$ cat config.mk
export PLATFORM = sky130hd
export DESIGN_NAME = nec_ir_frame_transmitter_core
export DESIGN_NICKNAME = d
export VERILOG_FILES = /design/src/irtx_pkg.sv /design/src/irtx_cfg_regs.sv /design/src/irtx_in_reg.sv /design/src/irtx_fsm.sv /design/src/irtx_out_reg.sv /design/src/nec_ir_frame_transmitter_core.sv
export SDC_FILE = /design/constraint.sdc
export NUM_CORES = 1
export LEC_CHECK = 0
export BUFFER_PORTS_ARGS = -buffer_cell sky130_fd_sc_hd__buf_2
export CORE_MARGIN = 3
export CORE_UTILIZATION = 45
export DETAILED_ROUTE_END_ITERATION = 8
export SLEW_MARGIN = 20
export SYNTH_ARGS = -nofsm -noshare
export SYNTH_HDL_FRONTEND = slang
export SYNTH_SLANG_ARGS = --single-unit
$ cat constraint.sdc
create_clock -name aclk -period 5.1 [get_ports aclk]
set_clock_uncertainty 0.05 [all_clocks]
set_input_delay 0.51 -clock aclk [delete_from_list [all_inputs] [get_ports aclk]]
set_output_delay 0.51 -clock aclk [all_outputs]
set_load 0.01 [all_outputs]
$ cat src/irtx_pkg.sv
// irtx_pkg: shared types and constants of the nec ir frame transmitter
// phase codes, register indexes, timing register bundle and item structs
// no dependencies
`timescale 1ns / 1ps
`default_nettype none

package irtx_pkg;

    localparam int FRAME_BITS = 32;
    localparam int TICK_W     = 12;
    localparam int BITS_W     = $clog2(FRAME_BITS + 1);
    localparam int CFG_IDX_W  = 3;

    // frame phases
    localparam logic [2:0] PH_IDLE     = 3'd0;
    localparam logic [2:0] PH_HDR_MARK = 3'd1;
    localparam logic [2:0] PH_HDR_SPC  = 3'd2;
    localparam logic [2:0] PH_BIT_MARK = 3'd3;
    localparam logic [2:0] PH_BIT_SPC  = 3'd4;
    localparam logic [2:0] PH_END_MARK = 3'd5;
    localparam logic [2:0] PH_GAP      = 3'd6;

    // timing register indexes
    localparam logic [CFG_IDX_W-1:0] REG_SHORT      = 3'd0;
    localparam logic [CFG_IDX_W-1:0] REG_LONG       = 3'd1;
    localparam logic [CFG_IDX_W-1:0] REG_HDR_MARK   = 3'd2;
    localparam logic [CFG_IDX_W-1:0] REG_HDR_SPACE  = 3'd3;
    localparam logic [CFG_IDX_W-1:0] REG_IDLE       = 3'd4;

    localparam logic [TICK_W-1:0] RST_SHORT      = 12'd21;
    localparam logic [TICK_W-1:0] RST_LONG       = 12'd63;
    localparam logic [TICK_W-1:0] RST_HDR_MARK   = 12'd339;
    localparam logic [TICK_W-1:0] RST_HDR_SPACE  = 12'd170;
    localparam logic [TICK_W-1:0] RST_IDLE       = 12'd1492;

    typedef struct packed {
        logic [TICK_W-1:0] short_ticks;
        logic [TICK_W-1:0] long_ticks;
        logic [TICK_W-1:0] header_mark_ticks;
        logic [TICK_W-1:0] header_space_ticks;
        logic [TICK_W-1:0] idle_ticks;
    } timing_t;

    typedef struct packed {
        logic       func;
        logic [7:0] address;
        logic [7:0] command;
        logic       complete;
    } item_t;

    typedef struct packed {
        logic carrier_on;
        logic busy_res;
        logic frame_done;
        logic rejected;
    } result_t;

endpackage

`default_nettype wire

$ cat src/irtx_cfg_regs.sv
// irtx_cfg_regs: timing registers written through the configuration channel
// depends on irtx_pkg
`timescale 1ns / 1ps
`default_nettype none

module irtx_cfg_regs
    import irtx_pkg::*;
(
    input  wire logic                 aclk,
    input  wire logic                 aresetn,
    input  wire logic                 cfg_valid,
    output logic                      cfg_ready,
    input  wire logic [CFG_IDX_W-1:0] cfg_index,
    input  wire logic [TICK_W-1:0]    cfg_data,
    output timing_t                   timing
);

    timing_t timing_reg;
    timing_t timing_next;

    assign cfg_ready = 1'b1;
    assign timing    = timing_reg;

    always_comb begin
        timing_next = timing_reg;
        if (cfg_valid) begin
            unique case (cfg_index)
                REG_SHORT:     timing_next.short_ticks        = cfg_data;
                REG_LONG:      timing_next.long_ticks         = cfg_data;
                REG_HDR_MARK:  timing_next.header_mark_ticks  = cfg_data;
                REG_HDR_SPACE: timing_next.header_space_ticks = cfg_data;
                REG_IDLE:      timing_next.idle_ticks         = cfg_data;
                default:       timing_next = timing_reg;
            endcase
        end
    end

    always_ff @(posedge aclk) begin
        if (!aresetn) begin
            timing_reg.short_ticks        <= RST_SHORT;
            timing_reg.long_ticks         <= RST_LONG;
            timing_reg.header_mark_ticks  <= RST_HDR_MARK;
            timing_reg.header_space_ticks <= RST_HDR_SPACE;
            timing_reg.idle_ticks         <= RST_IDLE;
        end else begin
            timing_reg <= timing_next;
        end
    end

endmodule

`default_nettype wire

$ cat src/irtx_in_reg.sv
// irtx_in_reg: input register stage holding one accepted item
// depends on irtx_pkg
`timescale 1ns / 1ps
`default_nettype none

module irtx_in_reg
    import irtx_pkg::*;
(
    input  wire logic  aclk,
    input  wire logic  aresetn,
    input  wire logic  in_valid,
    output logic       in_ready,
    input  wire item_t in_item,
    output logic       held_valid,
    output item_t      held_item,
    input  wire logic  take
);

    logic  valid_reg;
    logic  valid_next;
    item_t item_reg;

    // refill in the same cycle the held item is consumed
    assign in_ready   = !valid_reg || take;
    assign valid_next = (in_valid && in_ready) || (valid_reg && !take);
    assign held_valid = valid_reg;
    assign held_item  = item_reg;

    always_ff @(posedge aclk) begin
        if (!aresetn) begin
            valid_reg <= 1'b0;
        end else begin
            valid_reg <= valid_next;
        end
    end

    always_ff @(posedge aclk) begin
        if (in_valid && in_ready) begin
            item_reg <= in_item;
        end
    end

endmodule

`default_nettype wire

$ cat src/irtx_fsm.sv
// irtx_fsm: frame phase sequencer, tick counter and data shift register
// computes one result per consumed item; depends on irtx_pkg
`timescale 1ns / 1ps
`default_nettype none

module irtx_fsm
    import irtx_pkg::*;
(
    input  wire logic    aclk,
    input  wire logic    aresetn,
    input  wire logic    fire,
    input  wire item_t   item,
    input  wire timing_t timing,
    output result_t      result
);

    logic [2:0]            phase_reg, phase_next;
    logic [TICK_W-1:0]     tick_reg, tick_next;
    logic [BITS_W-1:0]     bits_reg, bits_next;
    logic [FRAME_BITS-1:0] shift_reg, shift_next;

    logic [2:0]        phase_cur;
    logic [TICK_W-1:0] len;
    logic [TICK_W:0]   tick_inc;
    logic              phase_end;

    assign phase_cur = (phase_reg > PH_GAP) ? PH_IDLE : phase_reg;
    assign tick_inc  = {1'b0, tick_reg} + {{TICK_W{1'b0}}, 1'b1};
    // a zero length still ends after one tick
    assign phase_end = tick_inc >= {1'b0, len};

    always_comb begin
        unique case (phase_cur)
            PH_HDR_MARK: len = timing.header_mark_ticks;
            PH_HDR_SPC:  len = timing.header_space_ticks;
            PH_BIT_MARK: len = timing.short_ticks;
            PH_BIT_SPC:  len = shift_reg[0] ? timing.long_ticks : timing.short_ticks;
            PH_END_MARK: len = timing.short_ticks;
            PH_GAP:      len = timing.idle_ticks;
            default:     len = {{(TICK_W-1){1'b0}}, 1'b1};
        endcase
    end

    always_comb begin
        phase_next = phase_cur;
        tick_next  = tick_reg;
        bits_next  = bits_reg;
        shift_next = shift_reg;
        result     = '0;
        if (item.func) begin
            result.busy_res = 1'b1;
            if (phase_cur == PH_IDLE) begin
                shift_next = {~item.command, item.command, ~item.address, item.address};
                bits_next  = BITS_W'(FRAME_BITS);
                tick_next  = '0;
                phase_next = PH_HDR_MARK;
            end else begin
                result.rejected = 1'b1;
            end
        end else if (phase_cur != PH_IDLE) begin
            result.busy_res   = 1'b1;
            result.carrier_on = (phase_cur == PH_HDR_MARK) || (phase_cur == PH_BIT_MARK) ||
                                (phase_cur == PH_END_MARK);
            if (phase_end) begin
                tick_next = '0;
                unique case (phase_cur)
                    PH_HDR_MARK: phase_next = PH_HDR_SPC;
                    PH_HDR_SPC:  phase_next = PH_BIT_MARK;
                    PH_BIT_MARK: phase_next = PH_BIT_SPC;
                    PH_BIT_SPC: begin
                        shift_next = shift_reg >> 1;
                        if (bits_reg <= BITS_W'(1)) begin
                            bits_next  = '0;
                            phase_next = item.complete ? PH_END_MARK : PH_GAP;
                        end else begin
                            bits_next  = bits_reg - BITS_W'(1);
                            phase_next = PH_BIT_MARK;
                        end
                    end
                    PH_END_MARK: phase_next = PH_GAP;
                    default: begin
                        result.frame_done = 1'b1;
                        phase_next        = PH_IDLE;
                    end
                endcase
            end else begin
                tick_next = tick_inc[TICK_W-1:0];
            end
        end
    end

    always_ff @(posedge aclk) begin
        if (!aresetn) begin
            phase_reg <= PH_IDLE;
            tick_reg  <= '0;
            bits_reg  <= '0;
            shift_reg <= '0;
        end else if (fire) begin
            phase_reg <= phase_next;
            tick_reg  <= tick_next;
            bits_reg  <= bits_next;
            shift_reg <= shift_next;
        end
    end

    a_bits_range: assert property (@(posedge aclk) disable iff (!aresetn)
        bits_reg <= BITS_W'(FRAME_BITS))
        else $error("bit counter above frame length");

    a_load_starts: assert property (@(posedge aclk) disable iff (!aresetn)
        fire && item.func && !result.rejected |=> phase_reg == PH_HDR_MARK && tick_reg == '0)
        else $error("accepted load did not start the header mark");

    a_done_to_idle: assert property (@(posedge aclk) disable iff (!aresetn)
        fire && result.frame_done |=> phase_reg == PH_IDLE)
        else $error("frame end did not return to idle");

    a_idle_bits: assert property (@(posedge aclk) disable iff (!aresetn)
        fire && phase_cur == PH_BIT_SPC && phase_next == PH_GAP |-> bits_next == '0)
        else $error("gap entered with data bits left");

endmodule

`default_nettype wire

$ cat src/irtx_out_reg.sv
// irtx_out_reg: result register toward the master side
// depends on irtx_pkg
`timescale 1ns / 1ps
`default_nettype none

module irtx_out_reg
    import irtx_pkg::*;
(
    input  wire logic    aclk,
    input  wire logic    aresetn,
    input  wire logic    load,
    output logic         can_load,
    input  wire result_t result,
    output logic         out_valid,
    input  wire logic    out_ready,
    output result_t      out_result
);

    logic    valid_reg;
    logic    valid_next;
    result_t result_reg;

    assign can_load   = !valid_reg || out_ready;
    assign valid_next = load || (valid_reg && !out_ready);
    assign out_valid  = valid_reg;
    assign out_result = result_reg;

    always_ff @(posedge aclk) begin
        if (!aresetn) begin
            valid_reg <= 1'b0;
        end else begin
            valid_reg <= valid_next;
        end
    end

    always_ff @(posedge aclk) begin
        if (load) begin
            result_reg <= result;
        end
    end

endmodule

`default_nettype wire

$ cat src/nec_ir_frame_transmitter_core.sv
// nec_ir_frame_transmitter_core: carrier gate generator for nec ir frames
// depends on irtx_pkg, irtx_cfg_regs, irtx_in_reg, irtx_fsm, irtx_out_reg
//
// usage
//   s_ channel: one transaction per carrier period tick (s_tuser = 0) or a
//   frame load (s_tuser = 1) carrying address, command and the complete flag.
//   m_ channel: one result transaction per input transaction, in order;
//   m_tlast marks the tick that ends the closing idle gap.
//   cfg channel: writes timing register cfg_index with cfg_data; always ready. the user
//   must write it only while no transaction is in flight; the block does not enforce this.
// path and throughput
//   an accepted input transaction waits in the input register; the phase sequencer
//   computes its result as it is loaded into the result register; one transaction per
//   cycle is sustained while the receiver keeps up, set by the combinational phase
//   sequencer between the input register and the result register.
// stalls and reset
//   with m_tready low the result register holds, the input register fills,
//   and s_tready drops until the receiver takes the pending result.
//   reset clears both stages, returns the sequencer to idle and loads the
//   default timing values.
`timescale 1ns / 1ps
`default_nettype none

module nec_ir_frame_transmitter_core
    import irtx_pkg::*;
(
    input  wire logic                 aclk,
    input  wire logic                 aresetn,
    input  wire logic                 s_tvalid,
    output logic                      s_tready,
    input  wire logic [23:0]          s_tdata,  // address[7:0], command[15:8], complete[16]
    input  wire logic                 s_tuser,  // func
    output logic                      m_tvalid,
    input  wire logic                 m_tready,
    output logic [7:0]                m_tdata,  // carrier_on[0], busy_res[1], rejected[2]
    output logic                      m_tlast,  // frame_done
    input  wire logic                 cfg_valid,
    output logic                      cfg_ready,
    input  wire logic [CFG_IDX_W-1:0] cfg_index,
    input  wire logic [TICK_W-1:0]    cfg_data
);

    timing_t timing;
    item_t   s_item;
    item_t   held_item;
    logic    held_valid;
    logic    out_can_load;
    logic    fire;
    result_t result;
    result_t m_result;

    assign s_item.func     = s_tuser;
    assign s_item.address  = s_tdata[7:0];
    assign s_item.command  = s_tdata[15:8];
    assign s_item.complete = s_tdata[16];

    assign fire = held_valid && out_can_load;

    irtx_cfg_regs u_cfg (
        .aclk      (aclk),
        .aresetn   (aresetn),
        .cfg_valid (cfg_valid),
        .cfg_ready (cfg_ready),
        .cfg_index (cfg_index),
        .cfg_data  (cfg_data),
        .timing    (timing)
    );

    irtx_in_reg u_in (
        .aclk       (aclk),
        .aresetn    (aresetn),
        .in_valid   (s_tvalid),
        .in_ready   (s_tready),
        .in_item    (s_item),
        .held_valid (held_valid),
        .held_item  (held_item),
        .take       (fire)
    );

    irtx_fsm u_fsm (
        .aclk    (aclk),
        .aresetn (aresetn),
        .fire    (fire),
        .item    (held_item),
        .timing  (timing),
        .result  (result)
    );

    irtx_out_reg u_out (
        .aclk       (aclk),
        .aresetn    (aresetn),
        .load       (fire),
        .can_load   (out_can_load),
        .result     (result),
        .out_valid  (m_tvalid),
        .out_ready  (m_tready),
        .out_result (m_result)
    );

    assign m_tdata = {5'b0, m_result.rejected, m_result.busy_res, m_result.carrier_on};
    assign m_tlast = m_result.frame_done;

endmodule

`default_nettype wire

# Word level (Yosys, flattened, before mapping)
# Index checks and enable logic that the tools add are counted.
# classes
add_sub_neg,2
n_lt_le_gt_ge,3
eq_ne,11
n_mux,29
n_bitwise,4
n_reduce_logical,31
# ops
op,n
2-to-1 mux 32 bit,5
2-to-1 mux 12 bit,5
case mux 12 bit (5 select lines),1
2-to-1 mux 6 bit,6
2-to-1 mux 3 bit,6
inverter 8 bit,2
case mux 3 bit (5 select lines),1
"adder 12 x 1 -> 13 bit, second input constant",1
>= comparator 13 x 12 -> 1 bit,1
"equality test 3 x 2 -> 1 bit, second input constant",4
"equality test 3 bit, second input constant",4
AND reduction 2 bit,5
"equality test 3 x 1 -> 1 bit, second input constant",2
"less-or-equal comparator 6 x 1 -> 1 bit, second input constant",1
logical NOT 3 bit,2
logical OR 1 bit,6
nonzero test 2 bit,3
"subtractor 6 x 1 -> 6 bit, second input constant",1
AND reduction 5 bit,1
OR reduction 5 bit,1
logical AND 1 bit,4
logical NOT 1 bit,4
2-to-1 mux 2 bit,2
OR reduction 2 bit,2
other kinds (7),10
# word_totals
reg_bits,137
inputBits,45
output_inout_bits,12
wordCells,99

# Longest topological paths before layout
# depth
depth_word,9
depth_mapped,16
depth_no_buf,12

# Cells and area by module
# Synthesis repeated with hierarchy kept, for this count alone.
# hier_totals
hier_cells,783
area_unflattened_um2,7150.6
# modules_own_cells
module,n_inst,cells_each,area_per_inst_um2,seq_area_each_um2
irtx_fsm,1,516,3961.3,1061.0
irtx_cfg_regs,1,229,2374.8,1201.2
irtx_in_reg,1,23,598.1,560.5
irtx_out_reg,1,8,168.9,140.1
nec_ir_frame_transmitter_core,1,7,47.5,0.0

# Worst setup path after synthesis
# No wires, ideal clock.
# synth_path
path_kind,reg-to-reg
from,reg u_fsm.phase_reg[1]
to,reg u_fsm.bits_reg[2]
setup_time_ns,0.070
t_arrival_ns,3.555
required_ns,4.980
setup_slack_ns,1.425
path_stages_with_launch,14
path_buffers,3
synth_period_minus_slack_ns,3.675
cell_sequence,dfxtp_1 ha_1 clkbuf_1 nor4b_1 clkbuf_1 a221oi_1 ha_1 nand3_2 or4_4 nand4_2 o21ai_2 buf_6 or4b_1 a21oi_1
# synth_between
elab_chain_len,8
elab_cells_between_ends,18
cone_classes,order compare (2); eq/ne (7); mux (2); reduce/logical (7)
# synth_rtl
element,line,text
start: declaration,irtx_fsm.sv:17,"logic [2:0] phase_reg, phase_next;"
start signal: assignment,irtx_fsm.sv:99,phase_reg <= phase_next;
greater-than comparator 3 bit,irtx_fsm.sv:27,assign phase_cur = (phase_reg > PH_GAP) ? PH_IDLE : phase_reg;
2-to-1 mux 3 bit (*),irtx_fsm.sv:27,
equality test 3 bit / equality test 3 x 2 -> 1 bit (equally long branches),irtx_fsm.sv:33,unique case (phase_cur)
OR reduction 2 bit (no source line),--,
case mux 12 bit (5 select lines),irtx_fsm.sv:33,
>= comparator 13 x 12 -> 1 bit,irtx_fsm.sv:30,"assign phase_end = tick_inc >= {1'b0, len};"
nonzero test 2 bit (no source line),--,
AND reduction 5 bit (no source line) (*),--,
end signal: assignment,irtx_fsm.sv:101,bits_reg <= bits_next;
end: declaration,irtx_fsm.sv:19,"logic [BITS_W-1:0] bits_reg, bits_next;"
# Every way passes the cells marked *; elsewhere a longest branch is shown, timed or not.
# A chain may end at the register's enable or synchronous reset.

# Worst setup path after layout
# layout_path
from,reg u_fsm.phase_reg[2]
to,reg u_fsm.bits_reg[4]
# The elaborated chain is that of the path after synthesis.

==> summary by stage <==
Worst setup path
The cell with the largest stage delay on the worst path is dfxtp_1. In this design, the stage delay of the slowest critical-path cell is 620 ps. The signal on the critical path passes through ha_1 > nor4b_2 > buf_4 > a22oi_1 > nand2_1 > a221oi_1 > ha_1 > nand3_2 > or4_4 > nand4_2 > o21ai_4 > or4b_1 > a21oi_1. The library cell appearing most often on the critical path is ha_1.

The family with the most delay on the worst path is simple AND/OR/NAND/NOR gates. The setup path with the least slack is of type reg -> reg. The buffering stage count on the worst path with inverters included is 1. The worst-path maximum fanout is 15. The worst path required time is 5400 ps. The worst endpoint data arrival time is 4600 ps. STA classifies the critical path startpoint as a flip-flop.

The worst setup path is captured at a flip-flop.

Logic synthesis
The commonest cells after synthesis are nand2_1, dfxtp_1, nand3_1, a21oi_1, clkbuf_1. The part of the Yosys area used for sequential elements is 46.7%. The proportion of register bits with asynchronous set or reset after synthesis is 0%. Ranked by total cell area, the synthesized netlist is headed by dfxtp_1, edfxtp_1, nand2_1.

Counting flops with a built-in enable in the synthesized netlist gives 22. A synthesized cell averages 8.49 um2. The top cell type by total area after synthesis is dfxtp_1. Summing every instance area after synthesis gives 6340 um2.

Summed over its instances, the top area cell type makes up 36.3% of the synthesized netlist area. The leading register cell type out of synthesis is dfxtp_1. Synthesis instantiated 61 different standard cells from the library. Synthesis handed over a netlist of 747 instances. The number of synthesized register bits is 137. The most repeated cell in the gate-level netlist after synthesis is nand2_1. The Yosys step of the flow raised 0 warnings.

Clock network
The H-tree depth is 4. The number of buffers inserted by hold repair at cts is 0. The maximum clock insertion buffer count is 2.

The cell chosen for the clock root is clkbuf_16. The TritonCTS buffer count is 17. The number of sinks handled by clock tree synthesis is 137. The number of gates resized after CTS was 0.

The number of setup buffers added after CTS is 0. The worst-skew pair later-pin latency is 420 ps. TritonCTS built the clock tree. Clock-pin slew was measured on the worst setup and hold paths at 60 ps.

Routing
For this run, design rule violations remaining after detail routing come to 0. In the routed layout, each cell is associated on average with a via count of 5.69. The total number of vias is 5,412.

The final antenna-violating net count is 0. The detailed-route wire length per cell is 16.2 um. After detailed routing, the total wire length is 15,400 um. After the first detailed-routing iteration, the DRC count stood at 509. The first detailed-routing pass took 5 iterations.

GRT
Global routing finished with a remaining overflow of 0. The first global-routing pass estimated 25,400 um of wire. The number of antenna violations at the first check in global routing is 0. The maximum number of pins on one net before global-route repair is 77.

For this run, the total global-route usage over all layers was measured as 20.1%. The via count of the first global-routing pass came to 5,049.

STA
The number of setup violations in the final report is 0. Derived from the worst setup path, the maximum achievable clock frequency is 233 MHz. The period utilization is 84.2%. Setup repair after global routing left no endpoint under its margin. Across all setup checks in the final design, the least slack found is 805 ps. The total negative setup slack is 0 ps. The worst path in the final design needs a cycle of 4290 ps, including I/O delays and setup.

The worst pin sits at a relative slew slack of 26.2%. The number of pins with negative max-slew slack in the final report was 0. The final worst hold slack is 205 ps. The final hold violation count is 0. At the pin with the least slew margin, the transition time is 1100 ps.

Placed design
Before CTS, the worst setup slack after placement is 852 ps. Once placement finished, the instance area stood at 6640 um2. The final estimated routing congestion in global placement is 0.781.

The number of buffer cells added on primary ports is 43. Once detailed placement completed, the half-perimeter wirelength came to 9610 um.

Floorplan
After floorplanning, the core was sized to cover 13,500 um2. The starting utilization of the core area is 46.9%. The floorplan die area is 15,500 um2.

The number of I/O pins is 57. In this run the vertical extent of the chip is 125 um. Row generation in the floorplan step produced 42 rows.

The horizontal extent of the die is 125 um.

Finish
In the final design database the tool counted 826 nets. The post-synthesis to final-layout area growth is 13.5%. Of the cells placed in the final design, the portion with a size suffix greater than 1 is 12.1%. The flip-flop count of the largest register after layout is 60. The number of antenna repair diodes is 0.

Once layout is done, the placed cells without fillers occupy 7200 um2.

Outcome
The run finished with clean final reports.

Power and ir drop
Dividing total power by cell area gives a power density of 346 nW/um2. The maximum vdd ir drop is 0.223 mV. The leakage power total is 2.78 nW.

Worst hold path
The path type of the worst min-delay path is in -> reg.

Run
Max-cap violations in this run came to 0.
cell type report:
| type | count | area (um2) |
|---|---|---|
| Tap cell | 176 | 220 |
| Timing Repair Buffer | 52 | 295 |
| Inverter | 14 | 52.6 |
| Fill cell | 1244 | 6310 |
| Sequential cell | 137 | 2960 |
| Clock buffer | 25 | 498 |
| Clock inverter | 6 | 62.6 |
| Multi-Input combinational cell | 541 | 3100 |
stage by stage:
| step | std cells | total power [W] | utilization (%) |
|---|---|---|---|
| 2_1_floorplan | 751 | 0.00129 | - |
| 3_3_place_gp | 920 | 0.00134 | 49.1 |
| 3_5_place_dp | 920 | 0.00134 | 49.1 |
| 4_1_cts | 951 | 0.00251 | 53.3 |
| 5_1_grt | 951 | 0.00259 | 53.3 |
| 6_report | 951 | 0.00249 | 53.3 |
worst paths after layout:
kind	cells past startpoint	slack, ps	startpoint	end
worst max-delay path	13	810	u_fsm.phase_reg[2]	u_fsm.bits_reg[4]
worst max register to register	13	810	u_fsm.phase_reg[2]	u_fsm.bits_reg[4]
worst min register to register	2	400	u_cfg.timing[21]	u_cfg.timing[21]
worst min-delay path	1	200	s_tdata[8]	u_in.held_item[1]
cells by family after synthesis:
group	synth area share [%]
AOI/OAI and AO/OA	19.3
xor gates and xnor gates	1.38
adders and majority gates	3.55
buffers and inverters	4.84
DFF	46.7
muxes	0.158
other	0.118
and+or+nand+nor	23.9
metal layers:
metal	global-route usage [%]	vias up	routed length [um]
li1	-	2667	-
met1	28.2	2559	7140
met2	30.1	169	7000
met3	5.19	17	1070
met4	6.77	0	211
met5	0	-	0
layout by cell type, fill, tap and decap left out, types with 2 or more instances in the layout:
cell,count
dfxtp_1,115
xnor2_1,6
buf_2,43
and3_1,3
buf_4,8
inv_1,13
or2_2,2
o41ai_1,2
and2_1,3
a21o_1,3
nor2_1,27
a22o_1,2
or3_1,5
nand2_1,175
o31ai_1,17
nand4_1,6
ha_1,18
nand3b_1,2
or4_4,2
clkbuf_1,6
conb_1,6
nor4b_2,3
edfxtp_1,22
a211oi_1,3
o211ai_1,17
clkinv_2,2
a22oi_1,20
nand3_1,62
nor3_1,7
nor2b_1,7
o21ai_0,24
a21boi_0,16
a21oi_1,52
a221oi_1,11
clkbuf_16,19
o22ai_1,2
or4b_1,2
nand2b_1,8
nand3_2,3
xor2_1,4
power by group:
part           leakage, nW  internal (W)  switching [W]
sequential            1.15       0.00113      0.0000147
combinational         1.36     0.0000588       0.000116
clock                0.272      0.000725       0.000446
total                 2.78       0.00191       0.000577
Power figures use the tool's default switching activity.
